===== src/design/base64_decoder_defines.svh =====
// assertion macros used by the base64 decoder top module (base64_decoder.sv)
// no dependencies; assertions vanish when SYNTH is defined
`ifndef BASE64_DECODER_DEFINES_SVH
`define BASE64_DECODER_DEFINES_SVH
`ifndef SYNTH
`define B64D_ASSERT_SAME(lbl, ante, cons) \
  lbl: assert property (@(posedge clk) disable iff (!rst_n) (ante) |-> (cons)) \
    else $error("base64 decoder assertion failed");
`define B64D_ASSERT_NEXT(lbl, ante, cons) \
  lbl: assert property (@(posedge clk) disable iff (!rst_n) (ante) |=> (cons)) \
    else $error("base64 decoder assertion failed");
`else
`define B64D_ASSERT_SAME(lbl, ante, cons)
`define B64D_ASSERT_NEXT(lbl, ante, cons)
`endif
`endif


===== src/design/b64d_pkg.sv =====
// types, constants and the character decode table of the base64 decoder
// used by every module of the design; no dependencies
`timescale 1ns / 1ps
`default_nettype none

package b64d_pkg;

  typedef enum logic [1:0] {
    ST_NOPAD = 2'd0,
    ST_PAD   = 2'd1,
    ST_ERR   = 2'd2
  } status_t;

  typedef enum logic {
    KIND_DATA   = 1'b0,
    KIND_STATUS = 1'b1
  } kind_t;

  localparam logic [7:0] CH_PAD   = 8'h3d;
  localparam logic [7:0] CH_LF    = 8'h0a;
  localparam logic [7:0] CH_CR    = 8'h0d;
  localparam logic [7:0] CH_TAB   = 8'h09;
  localparam logic [7:0] CH_SPACE = 8'h20;
  localparam logic [7:0] CH_PLUS  = 8'h2b;
  localparam logic [7:0] CH_SLASH = 8'h2f;
  localparam logic [5:0] SX_PLUS  = 6'h3e;
  localparam logic [5:0] SX_SLASH = 6'h3f;

  // results caused by one request: data bytes then an optional status
  typedef struct packed {
    logic [1:0] nbytes;
    logic       has_status;
    status_t    status;
    logic [7:0] b0;
    logic [7:0] b1;
    logic [7:0] b2;
  } bundle_t;

  typedef struct packed {
    kind_t      kind;
    logic [7:0] data;
    status_t    status;
  } entry_t;

  // {invalid, sextet}; sextet is zero for a non-alphabet character
  function automatic logic [6:0] sextet_of(input logic [7:0] c);
    logic [6:0] r;
    r = 7'h40;
    if (c inside {[8'h41:8'h5a]}) r = {1'b0, 6'(c - 8'h41)};
    else if (c inside {[8'h61:8'h7a]}) r = {1'b0, 6'(c - 8'h47)};
    else if (c inside {[8'h30:8'h39]}) r = {1'b0, 6'(c + 8'h04)};
    else if (c == CH_PLUS) r = {1'b0, SX_PLUS};
    else if (c == CH_SLASH) r = {1'b0, SX_SLASH};
    return r;
  endfunction

  function automatic logic is_blank(input logic [7:0] c);
    return c inside {CH_LF, CH_CR, CH_SPACE, CH_TAB};
  endfunction

endpackage

`default_nettype wire


===== src/design/b64d_quad.sv =====
// quad assembly state and per-character decode of the base64 decoder
// depends on b64d_pkg
`timescale 1ns / 1ps
`default_nettype none

module b64d_quad (
  input  wire logic            clk,
  input  wire logic            rst_n,
  input  wire logic            en,
  input  wire logic [7:0]      char_in,
  input  wire logic            present,
  input  wire logic            at_end,
  output b64d_pkg::bundle_t    bundle
);

  logic [5:0]        sx_r [3];
  logic [5:0]        sx_nxt [3];
  logic [1:0]        fill_r, fill_nxt;
  logic              bad_r, bad_nxt;
  logic              tpad_r, tpad_nxt;
  logic              fin_r, fin_nxt;
  b64d_pkg::status_t fcode_r, fcode_nxt;

  logic [6:0] sx;
  logic       ok;
  logic       is_pad;

  assign sx     = b64d_pkg::sextet_of(char_in);
  assign ok     = !sx[6];
  assign is_pad = (char_in == b64d_pkg::CH_PAD);

  always_comb begin
    sx_nxt    = sx_r;
    fill_nxt  = fill_r;
    bad_nxt   = bad_r;
    tpad_nxt  = tpad_r;
    fin_nxt   = fin_r;
    fcode_nxt = fcode_r;
    bundle.nbytes     = 2'd0;
    bundle.has_status = at_end;
    bundle.b0 = {sx_r[0], sx_r[1][5:4]};
    bundle.b1 = {sx_r[1][3:0], sx_r[2][5:2]};
    bundle.b2 = {sx_r[2][1:0], sx[5:0]};
    if (present && !fin_r) begin
      case (fill_r)
        2'd0: begin
          if (ok || !b64d_pkg::is_blank(char_in)) begin
            if (!ok) bad_nxt = 1'b1;
            sx_nxt[0] = sx[5:0];
            fill_nxt  = 2'd1;
          end
        end
        2'd1: begin
          if (!ok) bad_nxt = 1'b1;
          sx_nxt[1] = sx[5:0];
          fill_nxt  = 2'd2;
        end
        2'd2: begin
          if (!ok) begin
            if (is_pad) tpad_nxt = 1'b1;
            else bad_nxt = 1'b1;
          end
          sx_nxt[2] = sx[5:0];
          fill_nxt  = 2'd3;
        end
        default: begin
          if (bad_r) begin
            fin_nxt   = 1'b1;
            fcode_nxt = b64d_pkg::ST_ERR;
          end else if (tpad_r) begin
            if (is_pad) begin
              bundle.nbytes = 2'd1;
              fcode_nxt     = b64d_pkg::ST_PAD;
            end else begin
              fcode_nxt = b64d_pkg::ST_ERR;
            end
            fin_nxt = 1'b1;
          end else if (!ok) begin
            if (is_pad) begin
              bundle.nbytes = 2'd2;
              fcode_nxt     = b64d_pkg::ST_PAD;
            end else begin
              fcode_nxt = b64d_pkg::ST_ERR;
            end
            fin_nxt = 1'b1;
          end else begin
            bundle.nbytes = 2'd3;
          end
          sx_nxt[0] = 6'd0;
          sx_nxt[1] = 6'd0;
          sx_nxt[2] = 6'd0;
          fill_nxt  = 2'd0;
          bad_nxt   = 1'b0;
          tpad_nxt  = 1'b0;
        end
      endcase
    end
    bundle.status = fcode_nxt;
    if (at_end) begin
      sx_nxt[0] = 6'd0;
      sx_nxt[1] = 6'd0;
      sx_nxt[2] = 6'd0;
      fill_nxt  = 2'd0;
      bad_nxt   = 1'b0;
      tpad_nxt  = 1'b0;
      fin_nxt   = 1'b0;
      fcode_nxt = b64d_pkg::ST_NOPAD;
    end
  end

  always_ff @(posedge clk) begin
    if (!rst_n) begin
      sx_r[0] <= 6'd0;
      sx_r[1] <= 6'd0;
      sx_r[2] <= 6'd0;
      fill_r  <= 2'd0;
      bad_r   <= 1'b0;
      tpad_r  <= 1'b0;
      fin_r   <= 1'b0;
      fcode_r <= b64d_pkg::ST_NOPAD;
    end else if (en) begin
      sx_r    <= sx_nxt;
      fill_r  <= fill_nxt;
      bad_r   <= bad_nxt;
      tpad_r  <= tpad_nxt;
      fin_r   <= fin_nxt;
      fcode_r <= fcode_nxt;
    end
  end

endmodule

`default_nettype wire


===== src/design/b64d_outq.sv =====
// result register of the base64 decoder: holds up to four results of one
// request and hands them out one per cycle while take is high; depends on b64d_pkg
`timescale 1ns / 1ps
`default_nettype none

module b64d_outq (
  input  wire logic              clk,
  input  wire logic              rst_n,
  input  wire logic              load,
  input  wire b64d_pkg::bundle_t bundle,
  input  wire logic              take,
  output b64d_pkg::entry_t       head,
  output logic [2:0]             pend
);

  b64d_pkg::entry_t ent_r [4];
  b64d_pkg::entry_t ent_nxt [4];
  b64d_pkg::entry_t ld [4];
  b64d_pkg::entry_t st_e;
  logic [2:0]       cnt_r, cnt_nxt;

  always_comb begin
    st_e = '{kind: b64d_pkg::KIND_STATUS, data: 8'h00, status: bundle.status};
    ld[0] = (bundle.nbytes >= 2'd1) ?
            '{kind: b64d_pkg::KIND_DATA, data: bundle.b0, status: b64d_pkg::ST_NOPAD} : st_e;
    ld[1] = (bundle.nbytes >= 2'd2) ?
            '{kind: b64d_pkg::KIND_DATA, data: bundle.b1, status: b64d_pkg::ST_NOPAD} : st_e;
    ld[2] = (bundle.nbytes == 2'd3) ?
            '{kind: b64d_pkg::KIND_DATA, data: bundle.b2, status: b64d_pkg::ST_NOPAD} : st_e;
    ld[3] = st_e;
    ent_nxt = ent_r;
    cnt_nxt = cnt_r;
    if (load) begin
      ent_nxt = ld;
      cnt_nxt = 3'({1'b0, bundle.nbytes}) + 3'({2'b00, bundle.has_status});
    end else if (take) begin
      ent_nxt[0] = ent_r[1];
      ent_nxt[1] = ent_r[2];
      ent_nxt[2] = ent_r[3];
      cnt_nxt    = cnt_r - 3'd1;
    end
  end

  always_ff @(posedge clk) begin
    ent_r <= ent_nxt;
  end

  always_ff @(posedge clk) begin
    if (!rst_n) begin
      cnt_r <= 3'd0;
    end else begin
      cnt_r <= cnt_nxt;
    end
  end

  assign head = ent_r[0];
  assign pend = cnt_r;

endmodule

`default_nettype wire


===== src/design/base64_decoder.sv =====
// output: the first result is registered and appears in the cycle after the request is accepted
// throughput: one character per cycle while each gives at most one result and the
// output is not stalled; a character that gives more results holds the input until
// the single result register has drained its queue of up to four entries to one
// reset: synchronous active-low rst_n clears quad state and the result queue
`timescale 1ns / 1ps
`default_nettype none
`include "base64_decoder_defines.svh"

module base64_decoder (
  input  wire logic        clk,
  input  wire logic        rst_n,
  input  wire logic        in_tvalid,
  output logic             in_tready,
  input  wire logic [7:0]  in_tdata,   // in_char
  input  wire logic [0:0]  in_tuser,   // char_present
  input  wire logic        in_tlast,   // end_of_input
  output logic             out_tvalid,
  input  wire logic        out_tready,
  output logic [15:0]      out_tdata,  // out_byte, end_status, zero fill
  output logic [0:0]       out_tuser,  // result_kind
  output logic             out_tlast   // last_of_run
);

  b64d_pkg::bundle_t bundle;
  b64d_pkg::entry_t  head;
  logic [2:0]        pend;
  logic              acc;
  logic              take;

  assign take      = out_tvalid && out_tready;
  assign in_tready = (pend == 3'd0) || ((pend == 3'd1) && out_tready);
  assign acc       = in_tvalid && in_tready;

  b64d_quad u_quad (
    .clk     (clk),
    .rst_n   (rst_n),
    .en      (acc),
    .char_in (in_tdata),
    .present (in_tuser[0]),
    .at_end  (in_tlast),
    .bundle  (bundle)
  );

  b64d_outq u_outq (
    .clk    (clk),
    .rst_n  (rst_n),
    .load   (acc),
    .bundle (bundle),
    .take   (take),
    .head   (head),
    .pend   (pend)
  );

  assign out_tvalid = (pend != 3'd0);
  assign out_tdata  = {6'd0, head.status, head.data};
  assign out_tuser  = head.kind;
  assign out_tlast  = (pend == 3'd1);

  `B64D_ASSERT_SAME(a_no_overrun, in_tvalid && in_tready, pend <= 3'd1)
  `B64D_ASSERT_SAME(a_status_last, out_tvalid && out_tuser[0], out_tlast)
  `B64D_ASSERT_NEXT(a_end_reports, in_tvalid && in_tready && in_tlast, out_tvalid)

endmodule

`default_nettype wire


===== config.mk =====
export PLATFORM = sky130hd
export DESIGN_NAME = base64_decoder
export DESIGN_NICKNAME = d
export VERILOG_FILES = /design/src/design/b64d_pkg.sv /design/src/design/b64d_quad.sv /design/src/design/b64d_outq.sv /design/src/design/base64_decoder.sv
export VERILOG_INCLUDE_DIRS = /design/src /design/src/design
export SDC_FILE = /design/constraint.sdc
export NUM_CORES = 1
export LEC_CHECK = 0
export ABC_AREA = 1
export BUFFER_PORTS_ARGS = -buffer_cell sky130_fd_sc_hd__buf_2
export CORE_ASPECT_RATIO = 0.6
export CORE_MARGIN = 3
export CORE_UTILIZATION = 30
export DETAILED_ROUTE_END_ITERATION = 8
export GPL_ROUTABILITY_DRIVEN = 0
export PLACE_DENSITY_LB_ADDON = 0.12
export SETUP_SLACK_MARGIN = 0.02
export SYNTH_ARGS = -nofsm -noshare
export SYNTH_HDL_FRONTEND = slang
export SYNTH_SLANG_ARGS = --single-unit

===== constraint.sdc =====
create_clock -name clk -period 5.3 [get_ports clk]
set_clock_uncertainty 0.05 [all_clocks]
set_input_delay 0.53 -clock clk [delete_from_list [all_inputs] [get_ports clk]]
set_output_delay 0.53 -clock clk [all_outputs]
set_load 0.005 [all_outputs]

==> impl.org <==
** Placement
- Buffers placed on the I/O ports in this run total 27.
- At the placement stage, the worst setup path has a slack of 2.08 ns.
- HPWL Detailed :: 7240 um

** Power
- Of the total power, registers draw 0.403.
- Clock share of power :: 0.280
- Sw frac :: 0.353
- Share of power burned in combinational logic :: 0.316
- Across the VDD grid, the largest voltage drop is ~0.18 mV.
- Internal portion of total power :: 1270 uW
- Leak pwr :: ~0.0018 uW
- Power spread over the standard cell area amounts to about 460 nW/um^2.
- Sum of internal, switching and leakage power :: 1960 uW
- The analysis attributes to net switching a power of 690 uW.

** Timing
- Of the available clock period, the critical path in the final layout requires 0.598.
- Number of hold-slack violations in the final timing report :: 0
- Setup-violating endpoint count in the final report :: 0
- Timing would allow up to about 0.32 GHz.
- Slew @ Worst Pin :: between 1 and 1.5 ns
- Minimum clock period after layout :: roughly 3.2 ns
- Setup slack on the critical path of the routed design comes to around 2.1 ns.
- Sum Neg Setup Slack :: 0 ns
- Hold is met by between 0.4 and 0.5 ns.
- RSZ-0062 raised after global routing :: no
- Max-slew violation total from the final report :: 0
- Headroom to the max-slew limit came out at 0.207.

** Synthesis
- Ys Warns :: 0
- Number of instances in the synthesized netlist :: 497
- Counting distinct cell types in the post-synthesis netlist gives 37.
- Counting flops with an async set or reset pin after synthesis yields a share of 0.
- Syn Area/Cell :: ~7.6 sq um
- Number of synthesized flops with an enable pin :: 35
- Synthesis inferred 63 register bits.
- Main synth FF type :: sky130_fd_sc_hd__edfxtp_1
- Summing every instance area after synthesis gives around 3800 sq um.
- For this run, the register share of the synthesized area comes to 0.424.

** Hold path
- Along the worst hold path, the cell count comes to 2.
- In this run the worst hold path is classified as flip-flop to flip-flop.
- In this run the most critical hold path is launched from u_quad.fin_r.
- Hold endpoint :: u_quad.fin_r

** Critical path
- For the worst setup path, the data arrival time is 3.19 ns.
- Of all nets on the critical path, the largest fanout is 36.
- Register-to-register path setup slack :: between 2 and 2.5 ns
- Endpoint of the worst-slack reg-to-reg timing path :: u_outq.ent_r[14]
- STA classifies the critical path endpoint as a flip-flop.
- Measured in cells, the most critical reg-to-reg path has a length of 8.
- Worst path max stage delay :: 0.85 ns
- CP dominant cell by count :: sky130_fd_sc_hd__nand2_1
- The worst setup path is launched from a flip-flop.
- For this design, the slowest cell found on the critical path is sky130_fd_sc_hd__clkinv_1.
- Path type of the worst setup path :: flip-flop to flip-flop
- Walking the worst path, the cells encountered are inv_1, ha_1, nand2_1, nand2_1, nand2_2, clkinv_1, nand3_2, nor2_1.
- The critical path contains buffers and inverters numbering 2 combined.
- Broken down by cell family, the worst path's largest delay share belongs to simple AND/OR/NAND/NOR gates.
- For the worst setup path, the data required time is ~5.3 ns.
- RR Startpoint :: u_outq.pend[0]

** Global routing
- Entering global routing, the biggest net connects 37 pins.
- The number of global-route vias before repair is 3,013.
- Across every metal layer, demand over resource in global routing totals 0.144.
- The number of antenna violations at the first check in global routing was 0.
- Total congestion overflow :: 0
- Global-route wire length before repair :: about 16,000 um

** Job
- Max-cap viol count :: 0

** Detailed routing
- For this block, the routed nets add up to 9650 um of wire.
- In this run the remaining antenna-violating nets after routing total 0.
- WL/cell :: between 10 and 15 um
- Across all layers, the routed design uses around 3,300 vias.
- Via density per instance :: around 4.8
- Number of iterations in the first detailed-routing pass :: 5
- After detailed routing, the number of remaining DRC violations is 0.
- After the first detailed-routing iteration, the DRC count stood at ~190.

** Finish
- Across the whole layout, storage elements account for around 1600 sq um.
- Total inserted antenna cells :: 0
- Area of the multi-input gates :: around 1900 sq um
- Most common library cell in the layout ignoring fill and taps :: sky130_fd_sc_hd__nand2_1
- Proportion of layout cells with a drive suffix above 1 :: 0.149
- Leaving out fill and tap cells, the most frequent cells in the layout are sky130_fd_sc_hd__nand2_1 (161), sky130_fd_sc_hd__nand3_1 (42), sky130_fd_sc_hd__inv_1 (35), sky130_fd_sc_hd__edfxtp_1 (35), sky130_fd_sc_hd__nor2_1 (34).
- Fill cell total of the finished layout :: around 1,300
- Area Overhead vs Synth :: 12.1%
- For this run, the share of the core covered by cells in the final layout is 0.348.
- Final #Nets :: 544

** Clock network
- TritonCTS built the clock tree.
- For the worst-skew pair, the clock arrives at the later sink with an insertion delay of roughly 0.33 ns.
- In this run the deepest clock path goes through 2 buffers.
- CTS buffer count :: 9
- Post-cts sizing count :: 0
- Buffers inserted to repair hold after CTS numbered 0.
- The clock tree synthesis step divided the H-tree into 3 levels.
- Clock-pin slew was measured on the worst setup and hold paths at 0.05 ns.
- The cell sitting at the root of the clock tree is a sky130_fd_sc_hd__clkbuf_16.
- Setup repair bufs after CTS :: 0
- CTS saw 63 sinks.

** Floorplan
- The die covers around 14,000 sq um.
- Vertical die dimension :: approximately 93 um
- For this configuration, the core starts out at a cell density of 0.311.
- 34 I/O pins were placed.
- The floorplan has 31 rows.
- Core Area :: 12,200 sq um
- The die is between 150 and 200 um wide.

** Status
- Outcome :: complete, no violations
-- through the flow --
| step | area [sq um] | instances |
|---|---|---|
| floorplan | 3820 | 502 |
| global placement | 3980 | 665 |
| detailed placement | 3980 | 665 |
| CTS | 4260 | 681 |
| global route | 4260 | 681 |
| finish | 4260 | 681 |
-- power by group through the flow --
stage          combinational, uW  sequential, uW  clock [uW]
4_1_cts                      634             792         565
5_1_grt                      714             808         587
3_5_place_dp                 631             800           0
6_report                     618             788         548
2_1_floorplan                471             800           0
3_3_place_gp                 626             799           0
-- worst register-to-register path: stages (launching register included) --
cell and delay, ns:
sky130_fd_sc_hd__dfxtp_1 0.35, sky130_fd_sc_hd__inv_1 0.08, sky130_fd_sc_hd__ha_1 0.19, sky130_fd_sc_hd__nand2_1 0.16, sky130_fd_sc_hd__nand2_1 0.11, sky130_fd_sc_hd__nand2_2 0.54
sky130_fd_sc_hd__clkinv_1 0.87, sky130_fd_sc_hd__nand3_2 0.49, sky130_fd_sc_hd__nor2_1 0.08
-- how the worst max path moves through the flow --
stage / startpoint / endpoint / slack [ns] / cells after the start
floorplan: u_outq.pend[0] / u_outq.pend[2] / 1.28 / 8
global placement: u_outq.pend[0] / u_outq.ent_r[14] / 2.16 / 8
detailed placement: u_outq.pend[0] / u_outq.ent_r[14] / 2.08 / 8
CTS: u_outq.pend[0] / u_outq.ent_r[14] / 2.07 / 8
global route: u_outq.pend[0] / u_outq.ent_r[13] / 1.76 / 8
finish: u_outq.pend[0] / u_outq.ent_r[14] / 2.13 / 8
-- cell usage after synthesis (2+ instances only) --
master / instances / area share
sky130_fd_sc_hd__clkbuf_1: 9 / 0.0089
sky130_fd_sc_hd__ha_1: 19 / 0.063
sky130_fd_sc_hd__nor2_1: 34 / 0.034
sky130_fd_sc_hd__nand2_1: 161 / 0.16
sky130_fd_sc_hd__clkinv_1: 2 / 0.0020
sky130_fd_sc_hd__inv_4: 2 / 0.0033
sky130_fd_sc_hd__nor3_1: 2 / 0.0026
sky130_fd_sc_hd__nand4_1: 3 / 0.0049
sky130_fd_sc_hd__o211ai_1: 2 / 0.0040
sky130_fd_sc_hd__a31oi_1: 2 / 0.0033
sky130_fd_sc_hd__inv_1: 35 / 0.035
sky130_fd_sc_hd__nand3_1: 42 / 0.055
sky130_fd_sc_hd__a21oi_1: 31 / 0.041
sky130_fd_sc_hd__o21ai_0: 22 / 0.029
sky130_fd_sc_hd__buf_4: 16 / 0.032
sky130_fd_sc_hd__nand2_2: 12 / 0.020
sky130_fd_sc_hd__o21ai_1: 3 / 0.0040
sky130_fd_sc_hd__nand3b_1: 3 / 0.0059
sky130_fd_sc_hd__nand3_2: 2 / 0.0053
sky130_fd_sc_hd__inv_2: 6 / 0.0059
sky130_fd_sc_hd__dfxtp_1: 28 / 0.15
sky130_fd_sc_hd__nor2_2: 6 / 0.0099
sky130_fd_sc_hd__xor2_1: 5 / 0.012
sky130_fd_sc_hd__edfxtp_1: 35 / 0.28
sky130_fd_sc_hd__buf_6: 3 / 0.0089
-- cells by family (layout without fill, tap and decap cells) --
| kind of cell | Yosys count | count (layout) | synth area share |
|---|---|---|---|
| adder cells (fa/ha/maj) | 19 | 19 | 0.0626 |
| AND/OR/NAND/NOR | 270 | 270 | 0.310 |
| buffers and inverters | 74 | 88 | 0.0965 |
| other | 1 | 6 | 0.000987 |
| XOR/XNOR | 6 | 6 | 0.0138 |
| flip-flops | 63 | 63 | 0.424 |
| AO/OA/AOI/OAI | 64 | 64 | 0.0916 |
-- layout make-up --
type / instances / area share
Timing Repair Buffer: 27 / 0.0317
Sequential cell: 63 / 0.378
Inverter: 45 / 0.0408
Clock buffer: 13 / 0.0611
Multi-Input combinational cell: 365 / 0.435
Tap cell: 165 / 0.0485
Clock inverter: 3 / 0.00470
-- sequential cells by signal, indices dropped and copies added (netlist names) --
name,count
u_quad.tpad_r,1
u_quad.fill_r,2
u_outq.head,11
u_outq.pend,3
u_quad.fcode_r,2
u_quad.fin_r,1
u_quad.bundle,18
u_outq.ent_r,24
u_quad.bad_r,1
-- per-layer routing --
| metal | part of all wire | global-route usage |
|---|---|---|
| met1 | 0.55 | 0.221 |
| met2 | 0.38 | 0.192 |
| met3 | 0.063 | 0.0450 |
| met4 | 0.0067 | 0.0339 |
| met5 | 0 | 0 |
No activity file was read; power rests on OpenSTA's default activity.
